===== src/rtl/core/tmts_addr_alu.sv =====
// Shared address unit: one adder with a compare of the sum against a limit.
// No dependencies.
module tmts_addr_alu #(
  parameter int W = 16
) (
  input  logic [W-1:0] a,
  input  logic [W-1:0] b,
  input  logic [W-1:0] limit,
  output logic [W-1:0] sum,
  output logic         below
);

  logic [W:0] full;

  assign full  = {1'b0, a} + {1'b0, b};
  assign sum   = full[W-1:0];
  assign below = full < {1'b0, limit};

endmodule


===== config.mk =====
export PLATFORM = sky130hd
export DESIGN_NAME = tmts_addr_alu
export DESIGN_NICKNAME = d
export VERILOG_FILES = /design/src/rtl/core/tmts_addr_alu.sv
export SDC_FILE = /design/constraint.sdc
export NUM_CORES = 1
export LEC_CHECK = 0
export BUFFER_PORTS_ARGS = -buffer_cell sky130_fd_sc_hd__buf_2
export CAP_MARGIN = 20
export CORE_UTILIZATION = 50
export DETAILED_ROUTE_END_ITERATION = 7
export PLACE_DENSITY = 0.89
export SLEW_MARGIN = 20
export SYNTH_ARGS = -nofsm -noshare
export SYNTH_HDL_FRONTEND = slang
export SYNTH_SLANG_ARGS = --single-unit

===== constraint.sdc =====
create_clock -name vclk -period 6.7
set_input_delay 1.34 -clock vclk [all_inputs]
set_output_delay 1.34 -clock vclk [all_outputs]
set_load 0.005 [all_outputs]

# After elaboration in Yosys (flattened, before gate mapping)
# Cells that the tools add are included.
[word_totals]
ff_bits = 0
out_inout_bits = 17
wordCells = 2
[classes]
add_sub_neg = 1
order_cmp = 1
[op_table]
columns = ["cell", "n"]
rows = [
  ["adder 16 x 16 -> 17 bit", 1],
  ["< comparator 17 x 16 -> 1 bit", 1],
]

# Depth between registers and ports, before layout
# Gate-level depths: netlist (run 1).
[depth]
ltp_word = 2
mapped_depth = 13

# Worst setup path after synthesis (run 1)
# Ideal clock, no wire load.
[synth_path]
path_type = "input -> output"
start = "in a[0]"
end = "out below"
arrival_time_ps = 4167
setup_slack_ps = 1193
cell_stages = 12
path_buffers = 0
path_cell_list = "ha_1 -> fa_1 -> a211o_1 -> a21oi_4 -> a211oi_1 -> o311ai_1 -> ha_1 -> a21o_1 -> a21o_1 -> a221oi_1 -> o221ai_1 -> a211oi_2"
[synth_via]
elab_chain_len = 2
[synth_lines]
columns = ["element", "line_no", "source"]
rows = [
  ["from (decl)", "6", "input logic [W-1:0] a,"],
  ["adder 16 x 16 -> 17 bit", "15", "assign full = {1'b0, a} + {1'b0, b};"],
  ["named net sum[10]", "9", "output logic [W-1:0] sum,"],
  ["< comparator 17 x 16 -> 1 bit", "17", "assign below = full < {1'b0, limit};"],
  ["to (decl)", "10", "output logic below"],
]
# The timed path passes the listed nets, and every way through them passes these cells.

# Worst setup path after layout (run 1)
[layout_path]
start = "in a[0]"
end = "out below"
[layout_via]
elab_chain_len = 2
[layout_lines]
columns = ["element", "line_no"]
rows = [
  ["adder 16 x 16 -> 17 bit", "15"],
  ["< comparator 17 x 16 -> 1 bit", "17"],
]
# Every way passes these cells.

==> load_flow_metrics.sql, run 1 <==
INSERT INTO impl_metrics (metric_group, metric, value, unit) VALUES
('run_status', 'status', 'finished clean', ''),
('drt', 'vias', '1444', ''),
('layout', 'clock_buffers', '0', ''),
('place', 'place.detailed.hpwl', '2780', 'um'),
('critical_path', 'critical_path.startpoint', 'a[0]', ''),
('power', 'p_per_area', '111', 'mW/mm^2'),
('yosys', 'synthDistinctLibCells', '35', ''),
('power', 'power.switching_fraction', '52.8', '%'),
('clocking', 'cts_resized', '0', ''),
('yosys', 'synth_area', '0.00118', 'sq mm'),
('layout', 'nNetsFinal', '306', ''),
('power', 'power.net_switching', '0.0000901', 'W'),
('floorplanning', 'die-height', '50.7', 'um'),
('flow_run', 'drv_cap', '0', ''),
('hold_path', 'timing.hold.worst.start', 'b[0]', ''),
('critical_path', 'worst-endpoint-required', '5.36', 'ns'),
('yosys', 'syn_avg_cell_area', '7.44', 'sq um'),
('power', 'vdd_drop_max', '0.0618', 'mV'),
('floorplanning', 'core_area', '0.00221', 'sq mm'),
('power', 'logic_pwr_share', '100.0', '%'),
('layout', 'n_fill_cell', '208', ''),
('global_route', 'first_global_vias', '1250', ''),
('floorplanning', 'die_width', '50.7', 'um'),
('power', 'cellInternalPower', '0.0000806', 'W'),
('timing', 'relSlewSlack', '74.3', '%'),
('timing', 'tightest_slew', '0.382', 'ns'),
('yosys', 'synth.yosys.warnings', '0', ''),
('yosys', 'synthesis.instances', '159', ''),
('timing', 'layout_min_cycle_time', '5.88', 'ns'),
('floorplanning', 'floorplan.die_area', '0.00257', 'sq mm'),
('layout', 'areaGrowthSynthToFinish', '30.4', '%'),
('clocking', 'ctsHoldBuffers', '0', ''),
('clocking', 'post_cts.repair.setup_buffers', '0', ''),
('yosys', 'syn-num-nets', '239', ''),
('critical_path', 'critPathArrivalTime', '4.54', 'ns'),
('hold_path', 'timing.hold.worst.class', 'in -> out', ''),
('critical_path', 'worstPathCellList', 'buf_2 -> ha_1 -> fa_1 -> a211o_1 -> a21oi_4 -> a211oi_1 -> o311ai_1 -> ha_1 -> a21o_1 -> a21o_1 -> a221oi_1 -> o221ai_1 -> a211oi_2 -> buf_2', ''),
('yosys', 'netlist.area_leader.share', '32.8', '%'),
('global_route', 'first_pass_grt_wire_length', '5020', 'um'),
('power', 'static_leak', '0.880', 'nW'),
('layout', 'postLayoutCoreUtil', '69.8', '%'),
('drt', 'mean_number_of_vias_per_cell', '5.73', ''),
('timing', 'period_share', '87.7', '%'),
('timing', 'setup-violations-final', '0', ''),
('yosys', 'post-synth-top-area-cell', 'ha_1', ''),
('global_route', 'grt_max_degree', '8', ''),
('power', 'clock_power_share', '0', '%'),
('global_route', 'grt-ovfl-total', '0', ''),
('drt', 'drtAntennaViolNets', '0', ''),
('timing', 'rsz_0062_raised_after_global_routing', 'no', ''),
('yosys', 'ys_top_cells_by_area', 'ha_1 33%, inv_1 6.7%, a21oi_1 6.3%, nor2_1 4.4%, a21o_1 3.8%', ''),
('place', 'place.gp.congestion', '0.919', ''),
('timing', 'tns', '0', 'ns'),
('critical_path', 'critical-path-slowest-cell', 'fa_1', ''),
('critical_path', 'worst_path_largest_cell_delay', '0.43', 'ns'),
('yosys', 'synth_seq_area_share', '0', '%'),
('layout', 'multi_input_comb_area', '0.00110', 'sq mm'),
('layout', 'layout.sequential_cells', '0', ''),
('timing', 'hold_viol_final', '0', ''),
('drt', 'dr.first_iter.drc_count', '23', ''),
('place', 'buffer_ports.inserted', '65', ''),
('drt', 'detailed_routing_iterations_pass_1', '4', ''),
('critical_path', 'timing.critical_path.from_type', 'input port', ''),
('floorplanning', 'io_pins', '65', ''),
('critical_path', 'critical_path_maximum_fanout', '5', ''),
('critical_path', 'worstSetupPathType', 'in -> out', ''),
('timing', 'clock.fmax', '0.170', 'GHz'),
('drt', 'finalWirelength', '3150', 'um'),
('layout', 'area.sequential', '0', 'sq um'),
('power', 'pwr-share-seq', '0', '%'),
('critical_path', 'end_kind', 'primary output', ''),
('global_route', 'grtUsageTotal', '24.4', '%'),
('floorplanning', 'core.rowCount', '17', ''),
('floorplanning', 'start_util', '53.5', '%'),
('layout', 'most-common-layout-cells', '65 x buf_2, 31 x ha_1, 21 x inv_1, 15 x a21oi_1, 14 x nor2_1', ''),
('drt', 'drt_drc_violations_left', '0', ''),
('layout', 'antenna_cells', '0', ''),
('global_route', 'grt_antenna_before_repair', '0', ''),
('layout', 'mostFrequentLayoutCell', 'buf_2', ''),
('drt', 'wl_per_cell', '12.5', 'um'),
('timing', 'slew_violations', '0', ''),
('layout', 'drive_above_1_share', '33.0', '%');
power groups by stage:
stage	registers, W	clock network, W	logic, W
2_1_floorplan	0	0	0.000111
3_3_place_gp	0	0	0.000163
3_5_place_dp	0	0	0.000168
4_1_cts	0	0	0.000169
5_1_grt	0	0	0.000191
6_report	0	0	0.000171
metal layers:
metal / up-vias / routed length (um) / share of wire, % / GRT usage (%)
met4: 0 / 0 / 0 / 0.463
met3: 0 / 214 / 6.8 / 2.12
li1: 729 / - / - / -
met1: 659 / 1400 / 44 / 30.0
met5: - / 0 / 0 / 0
met2: 56 / 1540 / 49 / 47.6
kinds of logic (layout without fill, tap and decap cells):
logic type	Yosys count	after routing	share of synthesized area, %
AND/OR/NAND/NOR	36	36	14.4
AO/OA/AOI/OAI	61	61	37.8
buffers and inverters	21	86	6.66
adder cells (fa/ha/maj)	32	32	34.5
XOR/XNOR	9	9	6.66
cells in the mapped netlist (all sizes together), types with 3 or more instances:
library cell,instances
a211o,4
a211oi,7
a21o,8
a21oi,16
ha,31
inv,21
nand2,7
nand3,4
nor2,14
nor3,3
o211ai,4
o21a,3
o21ai,7
o21bai,4
xnor2,5
xor2,4
worst max-delay path, delay by kind of cell:
family	cells	cell delay (ns)
buffers and inverters	2	0.24
adder cells (fa/ha/maj)	3	0.97
AO/OA/AOI/OAI	9	1.98
stage by stage:
step | power (W) | setup WS (ns) | std cells | hold WS, ns | instance area (sq um)
after CTS | 0.000169 | 0.832 | 252 | 2.99 | 1540
final | 0.000171 | 0.824 | 252 | 2.99 | 1540
after detailed placement | 0.000168 | 0.851 | 252 | 2.99 | 1540
after global routing | 0.000191 | 0.619 | 252 | 3.01 | 1540
after floorplan | 0.000111 | 1.19 | 159 | 2.80 | 1180
after global placement | 0.000163 | 0.954 | 252 | 2.98 | 1540
final cells by class:
cell class	count	area share (%)
Inverter	21	5.11
Multi-Input combinational cell	138	71.6
Tap cell	28	2.27
Timing Repair Buffer	65	21.1
final timing paths:
kind | endpoint | slack (ns) | depth (start not counted)
worst max-delay path | below | 0.82 | 14
worst min-delay path | sum[0] | 2.99 | 3
No activity file was read; power rests on OpenSTA's default activity.
==> inputs of run 2 (changes only) <==
CORE_UTILIZATION = 40   (was 50)
PLACE_DENSITY = 0.73   (was 0.89)
==> load_flow_metrics.sql, run 2 (same netlist as run 1, synthesis figures left out) <==
INSERT INTO impl_metrics (metric_group, metric, value, unit) VALUES
('timing', 'rsz_0062_raised_after_global_routing', 'no', ''),
('timing', 'tns', '0', 'ns'),
('power', 'vdd_drop_max', '0.0662', 'mV'),
('timing', 'hold_viol_final', '0', ''),
('layout', 'clock_buffers', '0', ''),
('drt', 'detailed_routing_iterations_pass_1', '4', ''),
('floorplanning', 'core.rowCount', '19', ''),
('drt', 'vias', '1370', ''),
('critical_path', 'worstPathBufferInverterCount', '2', ''),
('floorplanning', 'core_area', '0.00278', 'sq mm'),
('layout', 'drive_above_1_share', '33.0', '%'),
('place', 'detailed_place.area', '0.00155', 'sq mm'),
('hold_path', 'timing.hold.worst.class', 'in -> out', ''),
('place', 'place.gp.congestion', '0.844', ''),
('layout', 'layout.sequential_cells', '0', ''),
('layout', 'mostFrequentLayoutCell', 'buf_2', ''),
('layout', 'postLayoutCoreUtil', '55.6', '%'),
('critical_path', 'worstPathCellList', 'buf_2 -> ha_1 -> fa_1 -> a211o_1 -> a21oi_4 -> a211oi_1 -> o311ai_1 -> ha_1 -> a21o_1 -> a21o_1 -> a221oi_1 -> o221ai_1 -> a211oi_2 -> buf_2', ''),
('critical_path', 'critical_path_maximum_fanout', '5', ''),
('global_route', 'grt_max_degree', '8', ''),
('critical_path', 'end_kind', 'primary output', ''),
('timing', 'slew_violations', '0', ''),
('critical_path', 'worstSetupPathType', 'in -> out', ''),
('drt', 'mean_number_of_vias_per_cell', '5.37', ''),
('floorplanning', 'start_util', '42.6', '%'),
('floorplanning', 'die_width', '56.4', 'um'),
('critical_path', 'timing.critical_path.max_delay_family', 'compound AO/OA/AOI/OAI gates', ''),
('critical_path', 'worst_path_largest_cell_delay', '0.44', 'ns'),
('run_status', 'status', 'finished clean', ''),
('power', 'static_leak', '0.880', 'nW'),
('timing', 'period_share', '87.2', '%'),
('critical_path', 'critical-path-slowest-cell', 'fa_1', ''),
('clocking', 'post_cts.repair.setup_buffers', '0', ''),
('timing', 'clock.fmax', '0.171', 'GHz'),
('critical_path', 'critPathArrivalTime', '4.50', 'ns'),
('global_route', 'first_pass_grt_wire_length', '4800', 'um'),
('place', 'buffer_ports.inserted', '65', ''),
('timing', 'layout_min_cycle_time', '5.84', 'ns'),
('layout', 'layout.cell_area.non_filler', '0.00155', 'sq mm'),
('global_route', 'grt-ovfl-total', '0', ''),
('global_route', 'first_global_vias', '1176', ''),
('drt', 'drt_drc_violations_left', '0', ''),
('flow_run', 'drv_cap', '0', ''),
('floorplanning', 'die-height', '56.4', 'um'),
('layout', 'antenna_cells', '0', ''),
('timing', 'setup-violations-final', '0', ''),
('power', 'p_per_area', '108', 'mW/mm^2'),
('layout', 'areaGrowthSynthToFinish', '30.8', '%'),
('place', 'place.detailed.hpwl', '2650', 'um'),
('drt', 'wl_per_cell', '11.6', 'um'),
('layout', 'area.sequential', '0', 'sq um'),
('timing', 'relSlewSlack', '73.7', '%'),
('place', 'placement_setup_slack', '0.840', 'ns'),
('global_route', 'grtUsageTotal', '17.7', '%'),
('clocking', 'ctsHoldBuffers', '0', ''),
('critical_path', 'worst-endpoint-required', '5.36', 'ns'),
('floorplanning', 'io_pins', '65', ''),
('layout', 'nNetsFinal', '306', ''),
('floorplanning', 'floorplan.die_area', '0.00318', 'sq mm'),
('timing', 'final.setup.worst_slack', '0.859', 'ns'),
('drt', 'dr.first_iter.drc_count', '28', ''),
('drt', 'drtAntennaViolNets', '0', ''),
('power', 'total_power', '0.000167', 'W'),
('layout', 'most-common-layout-cells', '65 x buf_2, 31 x ha_1, 21 x inv_1, 15 x a21oi_1, 14 x nor2_1', ''),
('drt', 'finalWirelength', '2950', 'um'),
('critical_path', 'timing.critical_path.from_type', 'input port', ''),
('clocking', 'cts_resized', '0', ''),
('global_route', 'grt_antenna_before_repair', '0', ''),
('timing', 'tightest_slew', '0.389', 'ns');
## run 2: routing by layer
metal | vias up | track usage [%] | part of all wire (%)
met4 | 0 | 0.697 | 0
li1 | 730 | - | -
met2 | 41 | 32.1 | 47
met3 | 0 | 0.922 | 5.1
met1 | 599 | 24.3 | 48
met5 | - | 0 | 0
## run 2: worst paths after layout
path,from,end,slack [ns],depth (start not counted)
max,a[0],below,0.86,14
min,b[0],sum[0],3.00,3
## run 2: final cells by class
cell class	instances	area (sq um)
Fill cell	268	1230
Inverter	21	78.8
Multi-Input combinational cell	138	1100
Tap cell	31	38.8
Timing Repair Buffer	65	325
## run 2: power by group
group / switching (W) / leakage (nW) / internal, W
Sequential: 0 / 0 / 0
Combinational: 0.0000870 / 0.880 / 0.0000797
Clock: 0 / 0 / 0
## run 2: per-stage QoR
stage,cells,hold WS (ns)
6_report,255,3.00
5_1_grt,255,3.03
4_1_cts,255,3.01
3_5_place_dp,255,3.01
3_3_place_gp,255,2.98
2_1_floorplan,159,2.80
