## config.mk

```make
export PLATFORM = sky130hd
export DESIGN_NAME = tmts_seq
export DESIGN_NICKNAME = d
export VERILOG_FILES = /design/src/rtl/core/tmts_pkg.sv /design/src/rtl/core/tmts_seq.sv
export SDC_FILE = /design/constraint.sdc
export NUM_CORES = 1
export LEC_CHECK = 0
export ABC_CLOCK_PERIOD_IN_PS = 3300
export BUFFER_PORTS_ARGS = -buffer_cell sky130_fd_sc_hd__buf_2
export CORE_UTILIZATION = 52
export CTS_CLUSTER_DIAMETER = 100
export DETAILED_ROUTE_END_ITERATION = 8
export MAX_ROUTING_LAYER = met4
export PLACE_DENSITY = 0.8
export SLEW_MARGIN = 10
export SYNTH_ARGS = -nofsm -noshare
export SYNTH_HDL_FRONTEND = slang
export SYNTH_SLANG_ARGS = --single-unit
```

## constraint.sdc

```tcl
create_clock -name clk -period 3.3 [get_ports clk]
set_input_delay 0.495 -clock clk [delete_from_list [all_inputs] [get_ports clk]]
set_output_delay 0.495 -clock clk [all_outputs]
set_load 0.03 [all_outputs]
```

## src/rtl/core/tmts_pkg.sv

```systemverilog
// Package for the text-mode terminal scroller: beat types, op and register codes,
// sequencer states and character constants. No dependencies.
package tmts_pkg;

  localparam int COLUMNS_DEFAULT = 80;
  localparam int ROWS_DEFAULT    = 25;

  localparam int CELL_INDEX_W = 11;
  localparam int POSITION_W   = 11;
  localparam int CELL_W       = 16;
  localparam int COLOR_W      = 4;
  localparam int CFG_INDEX_W  = 2;

  localparam logic [7:0]        NEWLINE_CODE = 8'h0A;
  localparam logic [7:0]        SPACE_CODE   = 8'h20;
  localparam logic [COLOR_W-1:0] FG_RESET    = 4'hF;
  localparam logic [COLOR_W-1:0] BG_RESET    = 4'h0;
  localparam logic [CELL_W-1:0] RESET_BLANK  = {BG_RESET, FG_RESET, SPACE_CODE};

  typedef enum logic [1:0] {
    OP_PUT   = 2'd0,
    OP_CLEAR = 2'd1,
    OP_READ  = 2'd2
  } op_e;

  typedef enum logic [CFG_INDEX_W-1:0] {
    REG_FOREGROUND = 2'd0,
    REG_BACKGROUND = 2'd1
  } cfg_reg_e;

  typedef enum logic [3:0] {
    ST_WIPE,
    ST_IDLE,
    ST_DISPATCH,
    ST_READ,
    ST_LINE_FEED,
    ST_SCROLL,
    ST_BLANK,
    ST_FILL,
    ST_DONE
  } seq_state_e;

  typedef struct packed {
    logic [1:0]              op;
    logic [7:0]              char_code;
    logic [CELL_INDEX_W-1:0] cell_index;
  } cmd_item_t;

  typedef struct packed {
    logic [POSITION_W-1:0] cursor_position;
    logic [CELL_W-1:0]     cell_data;
  } rsp_item_t;

endpackage

```

## src/rtl/core/tmts_seq.sv

```systemverilog
// Sequencer: cursor state, sweep counter for wipe, fill and scroll, and the result register.
// Depends on tmts_pkg; drives the shared address unit and the cell RAM.
module tmts_seq
  import tmts_pkg::*;
#(
  parameter int COLUMNS = COLUMNS_DEFAULT,
  parameter int ROWS    = ROWS_DEFAULT,
  parameter int UW      = 16,
  localparam int CELL_COUNT = COLUMNS * ROWS,
  localparam int AW = $clog2(CELL_COUNT),
  localparam int CW = $clog2(COLUMNS),
  localparam int RW = $clog2(ROWS)
) (
  input  logic               clk,
  input  logic               rst,
  input  logic               cmd_valid,
  output logic               cmd_ready,
  input  cmd_item_t          cmd,
  output logic               rsp_valid,
  input  logic               rsp_ready,
  output rsp_item_t          rsp,
  input  logic [COLOR_W-1:0] fg,
  input  logic [COLOR_W-1:0] bg,
  output logic [UW-1:0]      alu_a,
  output logic [UW-1:0]      alu_b,
  output logic [UW-1:0]      alu_limit,
  input  logic [UW-1:0]      alu_sum,
  input  logic               alu_below,
  output logic               ram_we,
  output logic [AW-1:0]      ram_waddr,
  output logic [CELL_W-1:0]  ram_wdata,
  output logic [AW-1:0]      ram_raddr,
  input  logic [CELL_W-1:0]  ram_rdata
);

  localparam logic [CW-1:0] LAST_COL = CW'(COLUMNS - 1);
  localparam logic [RW-1:0] LAST_ROW = RW'(ROWS - 1);

  seq_state_e          state, state_next;
  cmd_item_t           item;
  logic [CW-1:0]       col;
  logic [RW-1:0]       row;
  logic [UW-1:0]       row_base;
  logic [UW-1:0]       cnt;
  logic                wr_pend;
  logic [AW-1:0]       wr_addr;
  logic                rd_hit;
  logic [CELL_W-1:0]   cell_data;
  logic                rsp_load;
  logic [CELL_W-1:0]   blank;

  assign blank     = {bg, fg, SPACE_CODE};
  assign cmd_ready = (state == ST_IDLE);
  assign rsp_load  = (state == ST_DONE) && (!rsp_valid || rsp_ready);

  // next state
  always_comb begin
    state_next = state;
    unique case (state)
      ST_WIPE:      if (!alu_below) state_next = ST_IDLE;
      ST_IDLE:      if (cmd_valid) state_next = ST_DISPATCH;
      ST_DISPATCH: begin
        priority case (item.op)
          OP_PUT: begin
            if (item.char_code == NEWLINE_CODE || col == LAST_COL) begin
              state_next = ST_LINE_FEED;
            end else begin
              state_next = ST_DONE;
            end
          end
          OP_CLEAR: state_next = ST_FILL;
          OP_READ:  state_next = ST_READ;
          default:  state_next = ST_DONE;
        endcase
      end
      ST_READ:      state_next = ST_DONE;
      ST_LINE_FEED: state_next = (row == LAST_ROW) ? ST_SCROLL : ST_DONE;
      ST_SCROLL:    if (!alu_below) state_next = ST_BLANK;
      ST_BLANK:     if (!alu_below) state_next = ST_DONE;
      ST_FILL:      if (!alu_below) state_next = ST_DONE;
      ST_DONE:      if (rsp_load) state_next = ST_IDLE;
      default:      state_next = ST_IDLE;
    endcase
  end

  // address unit operands and RAM port
  always_comb begin
    alu_a     = cnt;
    alu_b     = UW'(1);
    alu_limit = UW'(CELL_COUNT);
    ram_we    = 1'b0;
    ram_waddr = cnt[AW-1:0];
    ram_wdata = blank;
    ram_raddr = alu_sum[AW-1:0];
    unique case (state)
      ST_WIPE: begin
        ram_we    = 1'b1;
        ram_wdata = RESET_BLANK;
      end
      ST_DISPATCH: begin
        if (item.op == OP_READ) begin
          alu_a = UW'(item.cell_index);
          alu_b = '0;
        end else begin
          alu_a = row_base;
          alu_b = UW'(col);
        end
        ram_we    = (item.op == OP_PUT) && (item.char_code != NEWLINE_CODE);
        ram_waddr = alu_sum[AW-1:0];
        ram_wdata = {bg, fg, item.char_code};
      end
      ST_LINE_FEED: begin
        alu_a = row_base;
        alu_b = UW'(COLUMNS);
      end
      ST_SCROLL: begin
        // read one row below, write the previous read back one row up
        alu_b     = UW'(COLUMNS);
        ram_we    = wr_pend;
        ram_waddr = wr_addr;
        ram_wdata = ram_rdata;
      end
      ST_BLANK, ST_FILL: begin
        ram_we = 1'b1;
      end
      ST_DONE: begin
        alu_a = row_base;
        alu_b = UW'(col);
      end
      default: begin
      end
    endcase
  end

  always_ff @(posedge clk) begin
    if (rst) begin
      state     <= ST_WIPE;
      cnt       <= '0;
      row       <= '0;
      col       <= '0;
      row_base  <= '0;
      wr_pend   <= 1'b0;
      rsp_valid <= 1'b0;
    end else begin
      state   <= state_next;
      wr_pend <= (state == ST_SCROLL) && alu_below;
      if (rsp_load) begin
        rsp_valid <= 1'b1;
      end else if (rsp_ready) begin
        rsp_valid <= 1'b0;
      end
      unique case (state)
        ST_WIPE, ST_BLANK, ST_FILL: begin
          if (alu_below) cnt <= alu_sum;
        end
        ST_DISPATCH: begin
          if (item.op == OP_PUT && item.char_code != NEWLINE_CODE) begin
            col <= (col == LAST_COL) ? col : col + CW'(1);
          end
          if (item.op == OP_CLEAR) begin
            cnt      <= '0;
            row      <= '0;
            col      <= '0;
            row_base <= '0;
          end
        end
        ST_LINE_FEED: begin
          col <= '0;
          cnt <= '0;
          if (row != LAST_ROW) begin
            row      <= row + RW'(1);
            row_base <= alu_sum;
          end
        end
        ST_SCROLL: begin
          if (alu_below) cnt <= cnt + UW'(1);
        end
        default: begin
        end
      endcase
    end
  end

  // payload registers
  always_ff @(posedge clk) begin
    if (state == ST_IDLE && cmd_valid) begin
      item <= cmd;
    end
    if (state == ST_SCROLL) begin
      wr_addr <= cnt[AW-1:0];
    end
    if (state == ST_DISPATCH) begin
      rd_hit    <= (item.op == OP_READ) && alu_below;
      cell_data <= '0;
    end
    if (state == ST_READ && rd_hit) begin
      cell_data <= ram_rdata;
    end
    if (rsp_load) begin
      rsp.cursor_position <= alu_sum[POSITION_W-1:0];
      rsp.cell_data       <= cell_data;
    end
  end

endmodule

```

After elaboration in Yosys (flattened, before gate mapping)
Index checks and enable logic that the tools add are counted.
W data, S select, Z words.
Storage, ports and cells
  input bits: 66
  output and inout bits: 116
  word-level logic and storage cells: 100
  bits in registers: 126
Cells by class
  add/subtract/negate cells: 3
  muxes and demuxes: 33
  reductions and logical operators: 23
  equality and inequality tests: 26
Operator list (number)
  $mux W16: 7
  $pmux W16 S2: 2
  $pmux W16 S4: 1
  $pmux W16 S3: 1
  $pmux W4 S8: 1
  $mux W4: 7
  $mux W7: 4
  $pmux W11 S2: 1
  $pmux W7 S3: 1
  $add A16 B1 Y16 const B: 1
  $eq A4 B3 Y1 const B: 4
  $ne A2 B2 Y1 const B: 8
  $pmux W7 S2: 1
  $pmux W4 S3: 1
  $mux W5: 2
  $pmux W5 S2: 1
  $eq A4 B2 Y1 const B: 2
  $eq A8 B4 Y1 const B: 1
  $ne A8 B4 Y1 const B: 1
  $add A7 B1 Y7 const B: 1
  $eq A7 B7 Y1 const B: 1
  $logic_and A1 B1 Y1: 6
  $ne A3 B3 Y1 const B: 2
  $reduce_and A3 Y1: 2
  other kinds (20): 26

Depth between registers and ports, before layout
  word-level depth: 5
  mapped depth: 9
  depth with buffers taken out: 7

Worst setup path after synthesis
OpenSTA, ideal clock, no wires.
  path type: register -> register
  start point: register state[0]
  end point: register rsp[0] (netlist bit), enable pin
  clock period less this slack: 2.803 ns
  setup time: 0.414 ns
  buffers on the path: 1
  slack: 0.497 ns
  data required time: 2.886 ns
  stages on the path, launching flop included: 4
  data arrival time: 2.389 ns
  cells stage by stage: dfxtp_1 -> buf_2 -> or4b_2 -> nor2b_1
Between the ends
  longest elaborated chain between the ends: 2
Ends and longest elaborated chain
  start, declared: line tmts_seq.sv:39  | seq_state_e state, state_next;
  start signal, assigned: line tmts_seq.sv:145  | state <= state_next;
  $eq A4 B4 Y1: line tmts_seq.sv:54  | assign rsp_load = (state == ST_DONE) && (!rsp_valid || rsp_ready);
  $logic_and A1 B1 Y1: line tmts_seq.sv:54
  net rsp_load: line tmts_seq.sv:49  | logic rsp_load;
  end, declared: line tmts_seq.sv:21  | output rsp_item_t rsp,
The timed path passes the listed nets, and every way through them passes these cells.
A chain may end at the register's enable or synchronous reset.

Final worst setup path
  start point: register state[2]
  end point: output port alu_a[1]
Between the ends
  longest elaborated chain between the ends: 3
  elaborated cells on any way between the ends: 5
Ends and longest elaborated chain
  $eq A4 B4 Y1 / $eq A4 B3 Y1 (equally long branches): line tmts_seq.sv:95  | unique case (state)
  $reduce_or A2 Y1 (no source line)
  $pmux W16 S2 (*): line tmts_seq.sv:95
  end, declared: line tmts_seq.sv:24  | output logic [UW-1:0] alu_a,
Every way passes the cells marked *; elsewhere a longest branch is shown, timed or not.

==> flow_summary.ini <==
[outcome]
outcome = finished, violations left
violations = DRC

[clock_tree]
clockBufferDepth = 2
insertion_delay_ns = 0.42
numCtsBuffers = 17
cts_resized = 0
cts_tree = done
ctsHtreeMaxLevel = 4
clk_pin_slew_ns = 0.06
ctsRootBufferMaster = clkbuf_16
cts.sinks = 126
post_cts_buffers = 0
cts_hold_buf = 0

[global_route]
antenna_found_initial = 0
grt_usage = 0.2821
grt_max_degree = 28
grt_pass1_wl_um = 26310
grt_pass1_vias = 5065
grt_overflow_total = 0

[floorplanning]
die_w_um = 111.2
pin_count = 182
dieArea_um2 = 12360
die_h_um = 111.2
initial_utilization = 0.5382
core_um2 = 11520
core.rowCount = 39

[placed_design]
gp_congestion = 0.8877
placed_cell_area_um2 = 6910
place_inst = 883
dp_slack_ns = 0.6211
io_buffers = 156
dp_hpwl_um = 11660

[layout]
area_growth_pct = 19.98
nets = 832
fin_cells = 915
fin_area_um2 = 7437
ff_latch_area_um2 = 3283
insertedDiodeCount = 0
nFillCells = 941
multi_input_area_um2 = 2494
drive_above_1_share = 0.2798

[logic_synthesis]
yosysTopAreaCell = edfxtp_1
synthSimpleGateAreaFrac = 0.1823
synth_xor_area_frac = 0.01978
synth-main-ff-cell = edfxtp_1
yosysSeqAreaShare = 0.5297
synthAdderAreaFrac = 0.01413
synth_enable_flop_cells = 76
postSynthAreaPerCell_um2 = 9.949
synth_compound_area_frac = 0.1663
netlist_area_um2 = 6198
ys_seq_elements = 126
yosys-top-cells-area = edfxtp_1 (37%), dfxtp_1 (16%), nand2_1 (6.0%)
synth_cell_types = 60
ys_warn_count = 0
netlist.area_leader.share = 0.3682
synth_top_family_by_area = simple AND/OR/NAND/NOR gates
async_reset_ff_frac = 0
synth_mux_area_frac = 0.003230
synth_cells = 623

[route]
dr.pass1.iters = 7
postRouteAntennaNets = 0
vias_per_cell = 5.854
wire_per_inst_um = 17.78
drt_wl_total_um = 16270
drc = 31
drtIter0Drc = 558
num_vias = 5356

[power]
power_density_nw_per_um2 = 689.1
ir_worst_vdd_mv = 0.5354
report.power.total_w = 0.005125
p_leak_nw = 3.090

[timing]
clock_skew_ns = 0.009204
slew_headroom = 0.5320
rsz0062_at_grt = no
slew_viol_final = 0
period_minus_slack_ns = 3.088
tns_ns = 0
finalSetupViolCount = 0
fin_ws_ns = 0.2117
post-route-period-util = 0.9359
max_freq_mhz = 323.8
hold_viol_final = 0
worst_pin_slew_ns = 0.7002

[worst_setup_path]
cp_common_cell = nand2_1
critPathKind = reg -> out
critPathMaxFanout = 26
end_kind = primary output
crit_slowest_cell = or3b_2
arrival_ns = 2.59
critPathMaxStageDelay_ns = 0.49
critPathRequiredTime_ns = 2.80
regToRegSetupSlack_ns = 0.65
start_kind = flip-flop
cp_cell_sequence = buf_4 -> or3b_2 -> o21ai_0 -> nand2_1 -> a22oi_1 -> nand2_1 -> buf_2
ff2ff_path_depth = 8

[job]
maxCapViolCount = 0

[hold_path]
holdPathStages = 1
hp-class = in -> reg
-- final cells by class --
cell class,count,share of cell area
inverter,15,0.007571
tap,143,0.02406
multi-input combinational,429,0.3353
sequential,126,0.4415
clock buffer,21,0.06191
clock inverter,11,0.008917
timing repair buffer,170,0.1208
-- layout by cell type, fill, tap and decap left out, types with 17 or more instances in the layout --
| master | count |
|---|---|
| a22oi_1 | 18 |
| and2_1 | 25 |
| nand2_1 | 99 |
| dfxtp_1 | 50 |
| clkbuf_16 | 17 |
| a22o_1 | 21 |
| buf_2 | 156 |
| nor2_1 | 34 |
| edfxtp_1 | 76 |
| a21oi_1 | 44 |
| conb_1 | 25 |
| o21ai_0 | 19 |
-- worst max-delay path: cells and delay by family, from the launching register on --
family,cells,cell delay (ns)
simple gates,3,0.99
compound gates,2,0.47
buf+inv,2,0.39
flops,1,0.31
-- sequential cells by signal, summed over array words and instances, names as in the netlist, 4 cells and up --
name       count
cell_data     16
cnt           16
col            7
item          21
row            5
row_base      16
rsp           27
state          4
wr_addr       11
-- cell usage after synthesis (all sizes together) (3+ instances only) --
cell,n
nor2b,3
or4b,3
nand2,99
edfxtp,76
nor2,34
ha,7
a21oi,45
xor2,10
nand4,12
o21ai,20
a31oi,6
buf,56
nand3,10
o211ai,5
o32ai,3
a22o,21
a221o,4
dfxtp,50
nand2b,6
a221oi,4
inv,15
o2bb2ai,4
xnor2,4
o22ai,6
and3,9
nor3,12
and2,25
clkbuf,20
a22oi,18
nor4,3
a41oi,3
-- per-stage QoR --
stage / util / hold WS [ns]
after floorplan: - / 0.4003
after global placement: 0.6001 / 0.4007
after detailed placement: 0.6001 / 0.4045
after CTS: 0.6458 / 0.2325
after global routing: 0.6458 / 0.2245
final: 0.6458 / 0.2500
-- layer usage --
metal	global-route usage	share of wire	routed length (um)
met1	0.3597	0.42	6766
met2	0.4300	0.47	7711
met3	0.07873	0.091	1484
met4	0.1018	0.019	302
met5	-	0	0
-- worst paths after layout --
check                     from        to
setup / recovery      state[2]  alu_a[1]
hold / removal         cmd[19]  item[19]
setup reg to reg      state[3]    cnt[9]
hold reg to reg   cell_data[4]    rsp[4]
-- report_power, final --
group	internal (W)	total, W	switching, W
sequential	0.00185	0.00200	0.000153
clock	0.000990	0.00167	0.000679
combinational	0.000454	0.00145	0.00100
total	0.00329	0.00512	0.00183
-- logic make-up after synthesis --
family	after synthesis
compound gates	150
simple gates	231
xor+xnor	14
mux	2
fa+ha+maj	7
flops	126
other cells	2
buf+inv	91
(Power assumes the default switching activity.)
